$ cat config.mk
export PLATFORM = sky130hd
export DESIGN_NAME = irbs_ctrl
export DESIGN_NICKNAME = d
export VERILOG_FILES = /design/src/hdl/irbs_pkg.sv /design/src/hdl/irbs_ctrl.sv
export SDC_FILE = /design/constraint.sdc
export NUM_CORES = 1
export LEC_CHECK = 0
export BUFFER_PORTS_ARGS = -buffer_cell sky130_fd_sc_hd__clkbuf_2
export CAP_MARGIN = 20
export CORE_AREA = 3 3 40 42
export DETAILED_ROUTE_END_ITERATION = 7
export DIE_AREA = 0 0 43 45
export HOLD_SLACK_MARGIN = 0.1
export PLACE_DENSITY_LB_ADDON = 0.15
export SLEW_MARGIN = 30
export SYNTH_ARGS = -nofsm -noshare
export SYNTH_HDL_FRONTEND = slang
export SYNTH_SLANG_ARGS = --single-unit
export TNS_END_PERCENT = 1
$ cat constraint.sdc
create_clock -name clock -period 1.25 [get_ports clock]
set_clock_uncertainty 0.1 [all_clocks]
set_input_delay 0.1875 -clock clock [delete_from_list [all_inputs] [get_ports clock]]
set_output_delay 0.1875 -clock clock [all_outputs]
set_load 0.005 [all_outputs]
$ cat src/hdl/irbs_pkg.sv
// Shared types and constants for the IPv4 range lookup block.
// Used by irbs_ctrl, irbs_dpath and ip_range_binary_search_lookup.
package irbs_pkg;

   // Defaults for the top-level parameters
   localparam int DEF_RECORD_DEPTH = 1048576;
   localparam int DEF_MAX_STEPS    = 23;

   // Word kinds on the request side (req_tuser)
   localparam logic [1:0] MODE_INDEX  = 2'd0;
   localparam logic [1:0] MODE_RECORD = 2'd1;
   localparam logic [1:0] MODE_QUERY  = 2'd2;
   localparam logic [1:0] MODE_NONE   = 2'd3;

   // Result codes on the response side (rsp_tuser)
   localparam logic [1:0] STATUS_FOUND  = 2'd0;
   localparam logic [1:0] STATUS_MISS   = 2'd1;
   localparam logic [1:0] STATUS_LOADED = 2'd2;

   // Register indexes on the csr port
   localparam logic CSR_RECORD_COUNT = 1'b0;
   localparam logic CSR_TEXT_BASE    = 1'b1;

   localparam int CSR_DATA_W = 32;
   localparam int REQ_DATA_W = 120;
   localparam int RSP_DATA_W = 64;

   // Request word layout
   localparam int SLOT_LSB   = 0;
   localparam int SLOT_W     = 23;
   localparam int ADDR_LSB   = 23;
   localparam int START_LSB  = 55;
   localparam int START_W    = 24;
   localparam int OFFSET_LSB = 79;
   localparam int LENGTH_LSB = 111;

   localparam int BOUND_W = 25;          // search bounds, one above a 24-bit index value
   localparam logic [7:0] LAST_OCTET = 8'hFF;
   localparam logic [7:0] PREV_OCTET = 8'hFE;

   typedef enum logic [3:0] {
      ST_IDLE,
      ST_IDX_LO,
      ST_IDX_HI,
      ST_BOUND,
      ST_MID,
      ST_CMP,
      ST_DONE_LOAD,
      ST_DONE_MISS,
      ST_DONE_HIT
   } state_type;

   typedef struct packed {
      logic       accept;     // request word taken this cycle
      logic       set_left;   // left bound from the first index read
      logic       set_right;  // right bound from the second index read
      logic       find;       // latch middle and its range-end read
      logic       cmp;        // narrow bounds on the range-end compare
      logic       emit;       // load the response register
      logic [1:0] status;
   } cmd_type;

   typedef struct packed {
      logic out_free;
      logic at_limit;
      logic mid_hit;
   } sts_type;

endpackage

$ cat src/hdl/irbs_ctrl.sv
// Sequencer for the IPv4 range lookup: decodes word kinds and steps the search.
// Depends on irbs_pkg; drives irbs_dpath through cmd_type, reads sts_type.
module irbs_ctrl (
   input  logic              clock,
   input  logic              reset,
   input  logic              req_tvalid,
   output logic              req_tready,
   input  logic [1:0]        req_mode,
   input  irbs_pkg::sts_type sts,
   output irbs_pkg::cmd_type cmd,
   output irbs_pkg::state_type state
);
   import irbs_pkg::*;

   state_type state_ff, state_in;

   assign state = state_ff;

   always_ff @(posedge clock) begin
      if (reset) begin
         state_ff <= ST_IDLE;
      end else begin
         state_ff <= state_in;
      end
   end

   always_comb begin
      state_in = state_ff;
      case (state_ff)
         ST_IDLE: begin
            if (req_tvalid) begin
               case (req_mode)
                  MODE_INDEX:  state_in = ST_DONE_LOAD;
                  MODE_RECORD: state_in = ST_DONE_LOAD;
                  MODE_QUERY:  state_in = ST_IDX_LO;
                  default:     state_in = ST_DONE_MISS;
               endcase
            end
         end
         ST_IDX_LO: state_in = ST_IDX_HI;
         ST_IDX_HI: state_in = ST_BOUND;
         ST_BOUND:  state_in = ST_MID;
         ST_MID: begin
            if (sts.at_limit) begin
               state_in = ST_DONE_MISS;
            end else if (sts.mid_hit) begin
               state_in = ST_DONE_HIT;
            end else begin
               state_in = ST_CMP;
            end
         end
         ST_CMP: state_in = ST_MID;
         ST_DONE_LOAD, ST_DONE_MISS, ST_DONE_HIT: begin
            if (sts.out_free) begin
               state_in = ST_IDLE;
            end
         end
         default: state_in = ST_IDLE;
      endcase
   end

   always_comb begin
      req_tready = 1'b0;
      cmd        = '0;
      cmd.status = STATUS_MISS;
      case (state_ff)
         ST_IDLE: begin
            req_tready = 1'b1;
            cmd.accept = req_tvalid;
         end
         ST_IDX_HI: cmd.set_left  = 1'b1;
         ST_BOUND:  cmd.set_right = 1'b1;
         ST_MID:    cmd.find = !sts.at_limit && !sts.mid_hit;
         ST_CMP:    cmd.cmp  = 1'b1;
         ST_DONE_LOAD: begin
            cmd.emit   = sts.out_free;
            cmd.status = STATUS_LOADED;
         end
         ST_DONE_MISS: begin
            cmd.emit   = sts.out_free;
            cmd.status = STATUS_MISS;
         end
         ST_DONE_HIT: begin
            cmd.emit   = sts.out_free;
            cmd.status = STATUS_FOUND;
         end
         default: begin
            req_tready = 1'b0;
         end
      endcase
   end

endmodule

==> flow_summary.toml <==
[worst_setup_path]
cp_max_fo = 7
critical_path.startpoint_type = "flip-flop"
criticalPathCategory = "flip-flop to output pin"
cp-end-kind = "output pin"
cp.required_ns = 0.96
rr_worst_depth = 5
cp_data_arrival_time_ns = 1.33

[finish]
fin_nets = 105
diodes = 0
areaGrowthSynthToFinish_pct = 100
fillers = 132
design_area_um2 = 726
largest_reg_flops = 4
drive_gt1_frac = 0.621
final_cells = 110

[synthesis]
ys_warn_count = 0
synth_edf_count = 0
ys_seq_area_frac = 0.221
yosys.area.top_type = "dfxtp_1"
synth_cells = 55
ys.flop_type = "dfxtp_1"
synthArstFlopShare = 0
yosysTopAreaCellShare = 0.221
yosysUniqueCellTypes = 26
ys_top_cells_by_area = "dfxtp_1 (22%), nor2_1 (13%), nand2b_1 (5.2%)"
synth.most_common_cell = "nor2_1"
syn_area_um2 = 363
synth_common_cells = "nor2_1 (13), dfxtp_1 (4)"
synth_seq_cells = 4
postSynthAreaPerCell_um2 = 6.60
syn-num-nets = 63

[global_routing]
grt_max_degree = 12
antenna_found_initial = 0
overflow = 0
grt_pass1_vias = 489
grt_usage = 0.146
grt_pass1_wl_mm = 2.12

[floorplan]
dieArea_um2 = 1940
boundaryPins = 21
die_h_um = 45
core-area_um2 = 1280
dieWidth_um = 43
rows = 13
start_util = 0.282

[route]
ant_nets = 0
wl_per_cell_um = 12.4
viasPerCell = 5.05
wl_mm = 1.36
drcViolationCount = 0
firstDrtPassIters = 2
vias = 555
dr.first_iter.drc_count = 5

[clock_tree]
cts_made_buffers = 3
clock-sinks = 4
cts_tree = "yes"
cts.clk_slew.worst_paths_ns = 0.05
clockRootBuffer = "clkbuf_4"
clock_latency_ns = 0.25
htreeDepth = 1
clock_path_buffers = 2

[timing]
setup-tns-final_ns = -3.32
whs_ns = 0.185
finalCritPeriodShare = 1.30
setup_violations = 13
worst_slew_pin_slew_ns = 0.326
setup_ws_ns = -0.371
layout_min_cycle_time_ns = 1.62
max-slew-margin-rel = 0.780
hold_viol_final = 0
fmax_ghz = 0.617
rsz0062_at_grt = "yes"
final-max-slew-violation-count = 0

[min_path]
worstHoldPathType = "primary input to flip-flop"
hold-path-cell-count = 4

[status]
violations = "setup timing"
outcome = "finished with violations"

[power_and_ir_drop]
p_leak_nw = 0.363
p_total_mw = 1.31
peakVddDrop_mv = 0.781
powerDensity_nw_per_um2 = 1810

[place]
port_buffers = 20
hpwlAfterDp_um = 877
placed_cell_area_um2 = 606
place_congestion = 0.832
place_inst = 103

[flow_run]
drv_cap = 0
[final timing paths]
path | from | endpoint | slack, ns
setup / recovery | state[2] | cmd[4] | -0.37
hold reg to reg | state[2] | state[2] | 0.50
hold / removal | sts[2] | state[2] | 0.19
setup reg to reg | state[2] | state[1] | -0.26
[cell type report]
cell class	instances	area (µm²)	share of cell area
clock buffers	3	22.5	0.0310
flip-flops and latches	4	87.6	0.121
repair buffers	41	272	0.374
well taps	15	18.8	0.0259
multi-input cells	44	314	0.433
inverters	3	11.3	0.0155
[layout by cell type, fill, tap and decap left out, types with 2 or more instances in the layout]
master,n
clkbuf_2,17
buf_4,17
nor2_1,11
inv_1,3
a21oi_1,3
clkbuf_4,3
buf_2,3
buf_6,3
dfxtp_2,3
o21ai_0,2
nand2b_1,2
nand2_1,2
a211o_1,2
[per-stage QoR]
step / utilization / worst slack, ns
after floorplan: - / -0.0946
after global placement: 0.471 / -0.175
after detailed placement: 0.471 / -0.165
after CTS: 0.521 / -0.408
after global routing: 0.565 / -0.436
final: 0.565 / -0.371
[logic make-up (layout without fill, tap and decap cells)]
family          count (synthesis)  after routing  synth area share
compound gates                 13             13             0.235
flops                           4              4             0.221
simple gates                   31             31             0.469
buf+inv                         7             47            0.0758
[worst max-delay path, cell delays in order, from the launching register on]
cell and delay, ns:
dfxtp_4 0.37, or4b_4 0.48, nor3_2 0.11, buf_2 0.13
[routing by layer]
layer | vias to the layer above | wire, µm | global-route usage
li1 | 279 | - | -
met1 | 255 | 565 | 0.180
met2 | 19 | 642 | 0.231
met3 | 2 | 125 | 0.0757
met4 | 0 | 26 | 0.0301
met5 | - | 0 | 0
[power breakdown]
| part | internal (mW) | switching [mW] | leakage (nW) |
|---|---|---|---|
| clock | 0.108 | 0.0630 | 0.0138 |
| sequential | 0.182 | 0.0558 | 0.0347 |
| combinational | 0.500 | 0.406 | 0.315 |
[what timing repair did]
item,4_1_cts,5_1_grt
pin swaps,1,3
setup endpoints to repair,13,15
buffers inserted,1,2
endpoints found under the hold margin,4,0
resized for setup,6,13
hold buffers,1,0
(Power assumes the default switching activity.)
